<file path="config.mk">
export PLATFORM = sky130hd
export DESIGN_NAME = audio_peak_level_meter
export DESIGN_NICKNAME = d
export VERILOG_FILES = /design/src/rtl/core/apl_pkg.sv /design/src/rtl/core/apl_float_mag.sv /design/src/rtl/core/apl_divider.sv /design/src/rtl/core/audio_peak_level_meter.sv
export SDC_FILE = /design/constraint.sdc
export NUM_CORES = 1
export LEC_CHECK = 0
export ABC_AREA = 1
export BUFFER_PORTS_ARGS = -buffer_cell sky130_fd_sc_hd__buf_2
export CAP_MARGIN = 0
export CORE_MARGIN = 2
export CORE_UTILIZATION = 44
export DETAILED_ROUTE_END_ITERATION = 10
export SLEW_MARGIN = 0
export SYNTH_ARGS = -nofsm -noshare
export SYNTH_HDL_FRONTEND = slang
export SYNTH_SLANG_ARGS = --single-unit
</file>
<file path="constraint.sdc">
create_clock -name clk -period 7.5 [get_ports clk]
set_input_delay 0 -clock clk [delete_from_list [all_inputs] [get_ports clk]]
set_output_delay 0 -clock clk [all_outputs]
set_load 0.01 [all_outputs]
</file>
<file path="src/rtl/core/apl_pkg.sv">
// ----------------------------------------------------------------------------
// apl_pkg
// Shared widths, codes and types of the audio peak level meter.
// ----------------------------------------------------------------------------
package apl_pkg;

  // Field widths.
  localparam int SAMPLE_W    = 32;
  localparam int PEAK_W      = 32;
  localparam int LEVEL_W     = 17;
  localparam int IN_TDATA_W  = 32;
  localparam int OUT_TDATA_W = 56;
  localparam int FORMAT_W    = 3;

  // Default number of fraction bits in the level.
  localparam int DEF_LEVEL_FRACTION_BITS = 16;

  // Bits the float shifter moves per cycle.
  localparam int FLT_DIGIT = 4;

  // Width of the float product, mantissa times 2^31-1.
  localparam int FLT_PROD_W = 55;

  // Configuration port.
  localparam int CFG_ADDR_W = 3;
  localparam int CFG_DATA_W = 32;
  localparam logic REG_SAMPLE_FORMAT = 1'b0;
  localparam logic REG_BIG_ENDIAN    = 1'b1;

  // Sample format codes.
  localparam logic [FORMAT_W-1:0] FMT_U8  = 3'd0;
  localparam logic [FORMAT_W-1:0] FMT_S8  = 3'd1;
  localparam logic [FORMAT_W-1:0] FMT_U16 = 3'd2;
  localparam logic [FORMAT_W-1:0] FMT_S16 = 3'd3;
  localparam logic [FORMAT_W-1:0] FMT_U32 = 3'd4;
  localparam logic [FORMAT_W-1:0] FMT_S32 = 3'd5;
  localparam logic [FORMAT_W-1:0] FMT_F32 = 3'd6;

  // Control sequencer states.
  typedef enum logic [1:0] {
    ST_IDLE,
    ST_FLOAT,
    ST_DIV
  } apl_state_t;

endpackage

</file>
<file path="src/rtl/core/apl_float_mag.sv">
// ----------------------------------------------------------------------------
// apl_float_mag
// Turns an IEEE single into |f| * (2^31-1), truncated and saturated at
// 2^32-1. The scaled mantissa is shifted right a few bits per cycle.
// ----------------------------------------------------------------------------
module apl_float_mag
  import apl_pkg::*;
(
  input  logic                clk,
  input  logic                rst,
  input  logic                start,
  input  logic [SAMPLE_W-1:0] word,
  output logic                done,
  output logic [PEAK_W-1:0]   mag
);

  localparam int CNT_W = $clog2(FLT_PROD_W + 1);

  logic                  busy;
  logic [CNT_W-1:0]      cnt;
  logic [FLT_PROD_W-1:0] prod;

  logic [7:0]            exp_raw;
  logic [7:0]            exp_eff;
  logic [23:0]           mant;
  logic [7:0]            shift_amt;
  logic                  is_sat;
  logic                  is_zero;
  logic [FLT_PROD_W-1:0] prod_init;

  // Unpack the word and sort out the special cases.
  always_comb begin
    exp_raw   = word[30:23];
    exp_eff   = (exp_raw == 8'd0) ? 8'd1 : exp_raw;
    mant      = {(exp_raw != 8'd0), word[22:0]};
    shift_amt = 8'd150 - exp_eff;
    is_sat    = (exp_raw == 8'hFF) || ((mant != 24'd0) && (exp_eff >= 8'd150));
    is_zero   = (mant == 24'd0) || (shift_amt >= 8'(FLT_PROD_W + 1));
    // m * (2^31 - 1) = (m << 31) - m
    prod_init = {mant, 31'd0} - {31'd0, mant};
  end

  // Shift register steps down by one digit per cycle, the tail by less.
  always_ff @(posedge clk) begin
    if (rst) begin
      busy <= 1'b0;
      cnt  <= '0;
    end else if (start) begin
      busy <= 1'b1;
      if (is_sat) begin
        prod <= '1;
        cnt  <= '0;
      end else if (is_zero) begin
        prod <= '0;
        cnt  <= '0;
      end else begin
        prod <= prod_init;
        cnt  <= CNT_W'(shift_amt);
      end
    end else if (busy) begin
      if (cnt >= CNT_W'(FLT_DIGIT)) begin
        prod <= prod >> FLT_DIGIT;
        cnt  <= cnt - CNT_W'(FLT_DIGIT);
      end else if (cnt != '0) begin
        prod <= prod >> cnt;
        cnt  <= '0;
      end else begin
        busy <= 1'b0;
      end
    end
  end

  // Result is ready once the whole shift has been applied.
  assign done = busy && (cnt == '0);
  assign mag  = (prod[FLT_PROD_W-1:PEAK_W] != '0) ? '1 : prod[PEAK_W-1:0];

endmodule

</file>
<file path="src/rtl/core/apl_divider.sv">
// ----------------------------------------------------------------------------
// apl_divider
// Bit-serial restoring divider for (num << FRAC) / den with num <= den.
// One quotient bit is produced per cycle.
// ----------------------------------------------------------------------------
module apl_divider
  import apl_pkg::*;
#(
  parameter int FRAC = DEF_LEVEL_FRACTION_BITS
)
(
  input  logic              clk,
  input  logic              rst,
  input  logic              start,
  input  logic [PEAK_W-1:0] num,
  input  logic [PEAK_W-1:0] den,
  output logic              busy,
  output logic [FRAC:0]     quo
);

  localparam int STEPS = FRAC + 1;
  localparam int CNT_W = $clog2(STEPS + 1);

  logic [CNT_W-1:0]  cnt;
  logic [PEAK_W-1:0] rem;
  logic [PEAK_W-1:0] divisor;
  logic [PEAK_W:0]   trial;
  logic              ge;

  // The first step compares the numerator itself; later steps shift first.
  always_comb begin
    trial = (cnt == CNT_W'(STEPS)) ? {1'b0, rem} : {rem, 1'b0};
    ge    = (trial >= {1'b0, divisor});
  end

  always_ff @(posedge clk) begin
    if (rst) begin
      cnt <= '0;
    end else if (start) begin
      cnt     <= CNT_W'(STEPS);
      rem     <= num;
      divisor <= den;
      quo     <= '0;
    end else if (cnt != '0) begin
      cnt <= cnt - 1'b1;
      rem <= ge ? PEAK_W'(trial - {1'b0, divisor}) : PEAK_W'(trial);
      quo <= {quo[FRAC-1:0], ge};
    end
  end

  assign busy = (cnt != '0);

endmodule

</file>
<file path="src/rtl/core/audio_peak_level_meter.sv">
// ----------------------------------------------------------------------------
// audio_peak_level_meter
// Decodes raw samples by format and byte order, tracks the peak magnitude
// over a buffer and, on the last word of a buffer, gives the clamped peak
// and peak / full scale as an unsigned fixed-point level.
//
//   Channel  Dir  Handshake              Contents
//   s_*      in   s_tvalid / s_tready    tdata: sample_word; tlast: last_of_buffer
//   m_*      out  m_tvalid / m_tready    tdata: level_q16, peak_value
//   APB      in   psel & penable         0x0 sample_format, 0x4 big_endian
//
// Integer samples are taken while the sequencer is idle. A float sample holds
// off the input until the float shifter, moving 4 bits a cycle over
// 150 - exponent bits, is done. The last word of a buffer also holds the input
// while the serial divider runs and while the output register waits for m_tready.
// Reset restores sample_format 3, little-endian and a zero peak at once.
// ----------------------------------------------------------------------------
module audio_peak_level_meter
  import apl_pkg::*;
#(
  parameter int LEVEL_FRACTION_BITS = DEF_LEVEL_FRACTION_BITS
)
(
  input  logic                   clk,
  input  logic                   rst,
  // Input stream
  input  logic                   s_tvalid,
  output logic                   s_tready,
  input  logic [IN_TDATA_W-1:0]  s_tdata,   // [31:0] sample_word
  input  logic                   s_tlast,
  // Output stream
  output logic                   m_tvalid,
  input  logic                   m_tready,
  output logic [OUT_TDATA_W-1:0] m_tdata,   // [16:0] level_q16, [48:17] peak_value
  // Configuration port
  input  logic                   psel,
  input  logic                   penable,
  input  logic                   pwrite,
  input  logic [CFG_ADDR_W-1:0]  paddr,
  input  logic [CFG_DATA_W-1:0]  pwdata,
  output logic [CFG_DATA_W-1:0]  prdata,
  output logic                   pready
);

  // Helpers for byte order and full scale.
  function automatic logic [15:0] swap16(input logic [31:0] w);
    return {w[7:0], w[15:8]};
  endfunction

  function automatic logic [31:0] swap32(input logic [31:0] w);
    return {w[7:0], w[15:8], w[23:16], w[31:24]};
  endfunction

  function automatic logic [PEAK_W-1:0] full_scale(input logic [FORMAT_W-1:0] fmt);
    case (fmt)
      FMT_U8:  return 32'd255;
      FMT_S8:  return 32'd127;
      FMT_U16: return 32'd65535;
      FMT_S16: return 32'd32767;
      FMT_U32: return 32'hFFFF_FFFF;
      FMT_S32: return 32'h7FFF_FFFF;
      FMT_F32: return 32'h7FFF_FFFF;
      default: return '0;
    endcase
  endfunction

  // Configuration registers.
  logic [FORMAT_W-1:0] sample_format;
  logic                big_endian;
  logic                cfg_write;
  logic                cfg_index;

  assign pready    = 1'b1;
  assign cfg_write = psel && penable && pwrite;
  assign cfg_index = paddr[2];

  always_ff @(posedge clk) begin
    if (rst) begin
      sample_format <= FMT_S16;
      big_endian    <= 1'b0;
    end else if (cfg_write) begin
      unique case (cfg_index)
        REG_SAMPLE_FORMAT: sample_format <= pwdata[FORMAT_W-1:0];
        REG_BIG_ENDIAN:    big_endian    <= pwdata[0];
        default:           ;
      endcase
    end
  end

  always_comb begin
    unique case (cfg_index)
      REG_SAMPLE_FORMAT: prdata = {{(CFG_DATA_W-FORMAT_W){1'b0}}, sample_format};
      REG_BIG_ENDIAN:    prdata = {{(CFG_DATA_W-1){1'b0}}, big_endian};
      default:           prdata = '0;
    endcase
  end

  // Integer decode of the incoming word.
  logic [15:0]       word16;
  logic [31:0]       word32;
  logic [PEAK_W-1:0] int_mag;
  logic              is_float;
  logic [PEAK_W-1:0] fs;

  always_comb begin
    word16   = big_endian ? swap16(s_tdata) : s_tdata[15:0];
    word32   = big_endian ? swap32(s_tdata) : s_tdata;
    is_float = (sample_format == FMT_F32);
    fs       = full_scale(sample_format);
    case (sample_format)
      FMT_U8:  int_mag = 32'(s_tdata[7:0]);
      FMT_S8:  int_mag = s_tdata[7] ? 32'(9'h100 - {1'b0, s_tdata[7:0]})
                                    : 32'(s_tdata[7:0]);
      FMT_U16: int_mag = 32'(word16);
      FMT_S16: int_mag = word16[15] ? 32'(17'h10000 - {1'b0, word16})
                                    : 32'(word16);
      FMT_U32: int_mag = word32;
      FMT_S32: int_mag = word32[31] ? (32'd0 - word32) : word32;
      default: int_mag = '0;
    endcase
  end

  // Serial float magnitude unit.
  logic              flt_start;
  logic              flt_done;
  logic [PEAK_W-1:0] flt_mag;

  apl_float_mag u_float (
    .clk   (clk),
    .rst   (rst),
    .start (flt_start),
    .word  (word32),
    .done  (flt_done),
    .mag   (flt_mag)
  );

  // Serial divider for the level.
  logic                       div_start;
  logic                       div_busy;
  logic [LEVEL_FRACTION_BITS:0] div_quo;
  logic [PEAK_W-1:0]          peak_hold;
  logic [PEAK_W-1:0]          peak_clamp;

  apl_divider #(
    .FRAC (LEVEL_FRACTION_BITS)
  ) u_div (
    .clk   (clk),
    .rst   (rst),
    .start (div_start),
    .num   (peak_clamp),
    .den   (fs),
    .busy  (div_busy),
    .quo   (div_quo)
  );

  // Sequencer: next state, peak update and output load.
  apl_state_t        state;
  apl_state_t        state_next;
  logic [PEAK_W-1:0] running_peak;
  logic [PEAK_W-1:0] running_peak_next;
  logic              last_hold;
  logic              in_accept;
  logic              mag_valid;
  logic [PEAK_W-1:0] cand_mag;
  logic              cand_last;
  logic [PEAK_W-1:0] peak_max;
  logic              out_load;

  always_comb begin
    s_tready          = (state == ST_IDLE);
    in_accept         = s_tvalid && s_tready;
    flt_start         = in_accept && is_float;
    mag_valid         = (in_accept && !is_float) || ((state == ST_FLOAT) && flt_done);
    cand_mag          = (state == ST_FLOAT) ? flt_mag : int_mag;
    cand_last         = (state == ST_FLOAT) ? last_hold : s_tlast;
    peak_max          = (cand_mag > running_peak) ? cand_mag : running_peak;
    peak_clamp        = (peak_max > fs) ? fs : peak_max;
    state_next        = state;
    running_peak_next = running_peak;
    div_start         = 1'b0;
    out_load          = 1'b0;

    unique case (state)
      ST_IDLE: begin
        if (flt_start) begin
          state_next = ST_FLOAT;
        end
      end
      ST_FLOAT: begin
        state_next = ST_FLOAT;
      end
      ST_DIV: begin
        if (!div_busy && (!m_tvalid || m_tready)) begin
          out_load   = 1'b1;
          state_next = ST_IDLE;
        end
      end
      default: state_next = ST_IDLE;
    endcase

    // A decoded magnitude either updates the peak or closes the buffer.
    if (mag_valid) begin
      if (cand_last) begin
        running_peak_next = '0;
        if (fs != '0) begin
          div_start  = 1'b1;
          state_next = ST_DIV;
        end else begin
          state_next = ST_IDLE;
        end
      end else begin
        running_peak_next = peak_max;
        state_next        = ST_IDLE;
      end
    end
  end

  always_ff @(posedge clk) begin
    if (rst) begin
      state        <= ST_IDLE;
      running_peak <= '0;
    end else begin
      state        <= state_next;
      running_peak <= running_peak_next;
    end
  end

  // Payload holding registers.
  always_ff @(posedge clk) begin
    if (in_accept) begin
      last_hold <= s_tlast;
    end
    if (div_start) begin
      peak_hold <= peak_clamp;
    end
  end

  // Output register.
  always_ff @(posedge clk) begin
    if (rst) begin
      m_tvalid <= 1'b0;
    end else if (out_load) begin
      m_tvalid <= 1'b1;
    end else if (m_tready) begin
      m_tvalid <= 1'b0;
    end
  end

  always_ff @(posedge clk) begin
    if (out_load) begin
      m_tdata <= {{(OUT_TDATA_W-PEAK_W-LEVEL_W){1'b0}}, peak_hold, LEVEL_W'(div_quo)};
    end
  end

endmodule
</file>
Word level (Yosys, flattened, before mapping)
Cells that the tools add are included.
{"block": "word_totals", "word_cells": 136, "output_inout_bits": 91, "register_bits": 269, "in_bits": 75}
{"block": "classes", "n_addsub": 8, "reduce_logical": 40, "n_mux": 51, "bitwise_logic": 2, "n_shift": 1, "eq_ne": 12, "n_lt_le_gt_ge": 6}
{"cell": "$mux W32", "n": 12}
{"cell": "$pmux W32 S6", "n": 2}
{"cell": "$mux W55", "n": 6}
{"cell": "$gt A32 B32 Y1", "n": 2}
{"cell": "$pmux W32 S2", "n": 1}
{"cell": "$shr A55 B6 Y55", "n": 1}
{"cell": "$sub A55 B24 Y55", "n": 1}
{"cell": "$mux W6", "n": 6}
{"cell": "$ge A33 B32 Y1", "n": 1}
{"cell": "$mux W33", "n": 1}
{"cell": "$reduce_bool A32 Y1", "n": 1}
{"cell": "$sub A1 B32 Y32 const A", "n": 1}
{"cell": "$sub A32 B32 Y32", "n": 1}
{"cell": "$logic_not A24 Y1", "n": 1}
{"cell": "$reduce_bool A24 Y1", "n": 1}
{"cell": "$reduce_bool A23 Y1", "n": 1}
{"cell": "$sub A17 B16 Y18 const A", "n": 1}
{"cell": "$mux W17", "n": 1}
{"cell": "$mux W16", "n": 1}
{"cell": "$mux W1", "n": 12}
{"cell": "$reduce_and A2 Y1", "n": 6}
{"cell": "$mux W2", "n": 5}
{"cell": "$mux W5", "n": 2}
{"cell": "$sub A9 B8 Y10 const A", "n": 1}
{"cell": "32 further kinds", "n": 52}

Depth between registers and ports, before layout
{"block": "logic_depth", "word_depth": 10, "depth_mapped": 50, "depth_no_buf": 46}

Modules after synthesis
A second synthesis with hierarchy kept.
{"block": "unflattened", "cells_unflattened": 3703, "area_unflattened_um2": 24130.6}
{"mod": "audio_peak_level_meter", "area_per_inst_um2": 9823.2, "instances": 1, "seq_area_each_um2": 3243.1, "cells_per_inst": 1403}
{"mod": "apl_float_mag", "area_per_inst_um2": 7591.0, "instances": 1, "seq_area_each_um2": 1791.7, "cells_per_inst": 1328}
{"mod": "apl_divider", "area_per_inst_um2": 6716.4, "instances": 1, "seq_area_each_um2": 2532.4, "cells_per_inst": 972}

Least setup slack after synthesis
Ideal clock, no wire load.
{"block": "synth_path", "path_kind": "register to register", "from": "register big_endian", "to": "register u_div.rem[19], data pin", "path_buffers": 5, "setup_time_ns": 0.253, "slack_ns": 1.636, "period_less_slack_ns": 5.864, "arrival_time_ns": 5.611, "stages_incl_launch_ff": 46, "t_required_ns": 7.247, "cell_sequence": "dfxtp_1 > buf_6 > buf_6 > nor2_2 > a21oi_4 > ha_1 > inv_1 > nor2_1 > nand2_2 > nor2_2 > inv_2 > nor2_2 > inv_2 > nand2_1 > nand3_1 > nand2_1 > nand2_1 > nand2_1 > [10 not listed] > buf_2 > buf_2 > nand3_1 > and2_1 > ha_1 > a21oi_1 > o21ai_0 > nand2_1 > a31oi_1 > a211oi_1 > nand2_1 > nand2_1 > inv_1 > nand2_1 > clkbuf_1 > nand2_1 > nand2_1 > nand2_1"}
{"block": "synth_via", "elab_chain_cells": 10, "word_cells_on_any_way": 13, "classes_between": "add/sub: 2; order compare: 2; mux: 9"}
{"element": "start: declaration", "line_no": "audio_peak_level_meter.sv:69", "source": "logic big_endian;"}
{"element": "start signal: assignment", "line_no": "audio_peak_level_meter.sv:84", "source": "REG_BIG_ENDIAN: big_endian <= pwdata[0];"}
{"element": "$mux W32 / $mux W16 (equally long branches)", "line_no": "audio_peak_level_meter.sv:107, audio_peak_level_meter.sv:106"}
{"element": "$sub A1 B32 Y32 / $sub A17 B16 Y18 (equally long branches)", "line_no": "audio_peak_level_meter.sv:118, audio_peak_level_meter.sv:115"}
{"element": "$mux W32 (on tied branches)", "line_no": "audio_peak_level_meter.sv:118, audio_peak_level_meter.sv:115"}
{"element": "$pmux W32 S6 *", "line_no": "audio_peak_level_meter.sv:110", "source": "case (sample_format)"}
{"element": "$mux W32 *", "line_no": "audio_peak_level_meter.sv:174", "source": "cand_mag = (state == ST_FLOAT) ? flt_mag : int_mag;"}
{"element": "$gt A32 B32 Y1", "line_no": "audio_peak_level_meter.sv:176", "source": "peak_max = (cand_mag > running_peak) ? cand_mag : running_peak;"}
{"element": "$mux W32 *", "line_no": "audio_peak_level_meter.sv:176"}
{"element": "$gt A32 B32 Y1", "line_no": "audio_peak_level_meter.sv:177", "source": "peak_clamp = (peak_max > fs) ? fs : peak_max;"}
{"element": "$mux W32 *", "line_no": "audio_peak_level_meter.sv:177"}
{"element": "named net peak_clamp[19]", "line_no": "audio_peak_level_meter.sv:142", "source": "logic [PEAK_W-1:0] peak_clamp;"}
{"element": "$mux W32 *", "line_no": "apl_divider.sv:39", "source": "end else if (start) begin"}
{"element": "end signal: assignment", "line_no": "apl_divider.sv:41", "source": "rem <= num;"}
{"element": "end signal: assignment", "line_no": "apl_divider.sv:46", "source": "rem <= ge ? PEAK_W'(trial - {1'b0, divisor}) : PEAK_W'(trial);"}
{"element": "end: declaration", "line_no": "apl_divider.sv:25", "source": "logic [PEAK_W-1:0] rem;"}
The timed path passes the listed nets; every way through them passes the cells marked *.
A chain may end at the register's enable or synchronous reset.

Final worst setup path
{"block": "layout_path", "from": "register big_endian", "to": "register u_div.rem[28], data pin"}
The elaborated chain is that of the path after synthesis.

==> results.md <==
- Pins Over Slew Limit: 0
- Via count: approximately 22000
- Hold Fails Final Rpt: 0
- Die height: between 200 and 250 µm
- Placer Congestion: between 0.9 and 1
- CP max stage cell: dfxtp_2
- Nature of the critical path endpoint: flop
- Slew HR: 0.241
- Req. time, crit path: between 7 and 8 ns
- Switching Power: 3.11 mW
- Area Overhead vs Synth: 9.55%
- Setup TNS: 0 ns
- Synthesis Warnings: 0
- Peak supply drop: between 0.2 and 0.25 mV
- Post-CTS resize count: 0
- Htree depth: 1
- Avg Inst Size Synth: between 6 and 7 µm²
- FILL cells: between 5000 and 6000
- Final Setup Violations: 0
- P_int: 3.92 mW
- Placement Rows: 81
- Min Tclk post-route: between 6 and 7 ns
- Clock Sinks: 243
- Worst setup path start: big_endian
- Crit. path cell count: 40
- Netlist cell types: 63
- Die area: slightly above 50000 µm²
- Synth top area cells: edfxtp_1 27%, nand2_1 17%, ha_1 6.3%, o21ai_0 6.0%, nand3_1 5.6%
- FF+latch count, synth: between 200 and 250
- CP Class: reg -> reg
- Share of cells above drive strength 1: 0.0966
- Latest clock arrival within the worst-skew pair: 0.59 ns
- I/O pin count: approximately 170
- CTS buffer count: 30
- DR WL/cell: approximately 20 µm
- Reg-to-reg setup timing slack: between 0.6 and 0.7 ns
- Seq/Total Area, Yosys: 0.315
- Buf/Inv on CP: 7
- Number of global-route vias before repair: 20800
- Root buffer cell: clkbuf_16
- Gate power share: 0.503
- Delay-heaviest family, CP: simple AND/OR/NAND/NOR gates
- Hold Path Class: in -> reg
- Reg2Reg Depth: 40
- Post-synth EDFFs: ~190
- Capturing point of the worst reg2reg path: u_div.rem[28]
- CP peak stage delay: between 0.5 and 0.6 ns
- Max cap viols: 0
- Post-synth ARST share: 0
- Top-area cell type share of the netlist area: 0.267
- Final net count: around 3400
- Via density: 5.61
- Drt first pass iters: 5
- CP most frequent cell: nand2_1
- Largest net degree at the start of global routing: 82
- First-pass GRT wire length: ~120000 µm
- # Post-CTS Setup Buffers: 0
- Power Density: between 200 and 300 nW/µm²
- Sequential power share: 0.285
- DP HPWL: 61100 µm
- Antenna violations before repair: 0
- Mapped cell area: 21600 µm²
- Startpoint Class: flop
- Total power draw: about 7.0 mW
- Synth Flop Type: edfxtp_1
- CP Capture Point: u_div.rem[28]
- Core ar.: between 40000 and 50000 µm²
- Clock share of power: 0.213
- RSZ-0062 raised after global routing: false
- CTS tree: done
- Max frequency: about 0.15 GHz
- Initial drt markers: 2031
- Crit path DAT: 7.18 ns
- Synth Instances: 3212
- Die Width: 225 µm
- Fin crit share: 0.914
- RR Startpoint: big_endian
- Remaining Overflow, GRT: 0
- Deepest clock path buffer count: 3
- Leak pwr: ~11 nW
- Top cell type by total area after synthesis: edfxtp_1
- Drc violations: 0
- Gr usage total: 0.309
- PortBufs: between 90 and 100
- Initial Util: 0.444
- Status: completed
- Worst-Margin Slew: between 1 and 1.5 ns
- Largest fanout on the critical path: 19
- ANT cells: 0
- Skew final: 0.0229 ns
- ANT nets after route: 0
- Drt total wl: 79400 µm
- Clock transition at path regs: about 0.06 ns
- Net Sw Frac: 0.442
-- registers in the layout, summed over array words and instances, names as in the netlist --
signal	cells
sample_format	3
running_peak	32
u_div.divisor	6
u_div.rem	32
state	2
u_div.quo	17
peak_hold	32
m_tdata	49
u_float.cnt	6
u_float.busy	1
big_endian	1
m_tvalid	1
last_hold	1
u_div.cnt	5
u_float.prod	55
-- per-layer routing --
layer | global-route usage | wire length, µm | vias up
met5 | 0 | 0 | -
met4 | 0.135 | 3780 | 0
met3 | 0.0246 | 4180 | 155
met2 | 0.534 | 37900 | 777
met1 | 0.394 | 33500 | 10300
li1 | - | - | 10700
-- what timing repair did --
| item | CTS | global route |
|---|---|---|
| hold endpoints to repair | 11 | 0 |
| setup endpoints to repair | 0 | 0 |
| hold buffers | 15 | 0 |
-- kinds of logic (layout without fill, tap and decap cells) --
logic type | after synthesis | in the layout | share of synthesized area
multiplexers | 21 | 21 | 0.00980
AO/OA/AOI/OAI | 609 | 609 | 0.158
adder cells (fa/ha/maj) | 109 | 109 | 0.0636
buffers and inverters | 522 | 555 | 0.102
XOR/XNOR | 57 | 57 | 0.0231
AND/OR/NAND/NOR | 1649 | 1649 | 0.328
other | 2 | 37 | 0.000348
flip-flops | 243 | 243 | 0.315
-- Yosys cell counts (all sizes together), types with 8 or more instances --
library cell and instances:
dfxtp 51, xor2 40, nor3 29, o21a 8, nor2 274, o22ai 19, xnor2 17, clkbuf 92
edfxtp 192, o211ai 30, ha 108, and2 29, o21ai 286, mux2i 20, nand2 1007, inv 338
nand3b 22, nand3 243, nand4 34, buf 86, a22oi 10, a31oi 15, a21oi 197
-- how the worst min path moves through the flow --
stage	endpoint	from	slack, ns	cells after the start
after detailed placement	last_hold	s_tlast	0.22	1
after global placement	last_hold	s_tlast	0.22	1
final	u_float.prod[0]	s_tdata[24]	0.07	5
after global routing	u_float.prod[0]	s_tdata[24]	0.09	5
after CTS	u_float.prod[0]	s_tdata[24]	0.03	5
after floorplan	prdata[1]	paddr[2]	0.05	1
-- layout by cell type, fill, tap and decap left out, drive strengths merged, types with 17 or more instances in the layout --
| cell | instances |
|---|---|
| a21oi | 197 |
| and2 | 29 |
| buf | 142 |
| clkbuf | 37 |
| clkinv | 18 |
| conb | 37 |
| dfxtp | 51 |
| edfxtp | 192 |
| ha | 108 |
| inv | 338 |
| mux2i | 20 |
| nand2 | 1007 |
| nand3 | 243 |
| nand3b | 22 |
| nand4 | 34 |
| nor2 | 274 |
| nor3 | 29 |
| o211ai | 30 |
| o21ai | 286 |
| o22ai | 19 |
| xnor2 | 17 |
| xor2 | 40 |
-- worst min-delay path: stages --
cell and delay (ns):
buf_2 0.12, a21oi_4 0.09, inv_1 0.17, nand2_1 0.08
nand3_1 0.07
-- area by class of cell --
cell class | instances | area (µm²) | share of cell area
flip-flops and latches | 243 | 6790 | 0.287
repair buffers | 157 | 986 | 0.0417
well taps | 622 | 778 | 0.0329
inverters | 344 | 1290 | 0.0546
clock inverters | 17 | 163 | 0.00688
multi-input cells | 2482 | 12800 | 0.540
clock buffers | 37 | 861 | 0.0364
-- power by group through the flow --
| stage | logic, mW | registers (mW) | clock network [mW] |
|---|---|---|---|
| global route | 3.97 | 2.03 | 1.56 |
| CTS | 3.51 | 2.00 | 1.52 |
| detailed placement | 3.48 | 2.03 | 0 |
| floorplan | 2.49 | 2.01 | 0 |
| finish | 3.53 | 2.00 | 1.49 |
| global placement | 3.43 | 2.02 | 0 |
-- per-stage QoR --
step                utilization  instances  hold slack, ns  worst slack, ns  instance area, µm²
floorplan                     -       3247          0.0475             1.64               21700
global placement          0.462       3833           0.224            0.865               22500
detailed placement        0.462       3833           0.218            0.773               22500
CTS                       0.486       3902          0.0324            0.726               23600
global route              0.486       3902          0.0866           0.0364               23600
finish                    0.486       3902          0.0687            0.646               23600
(Power assumes the default switching activity.)
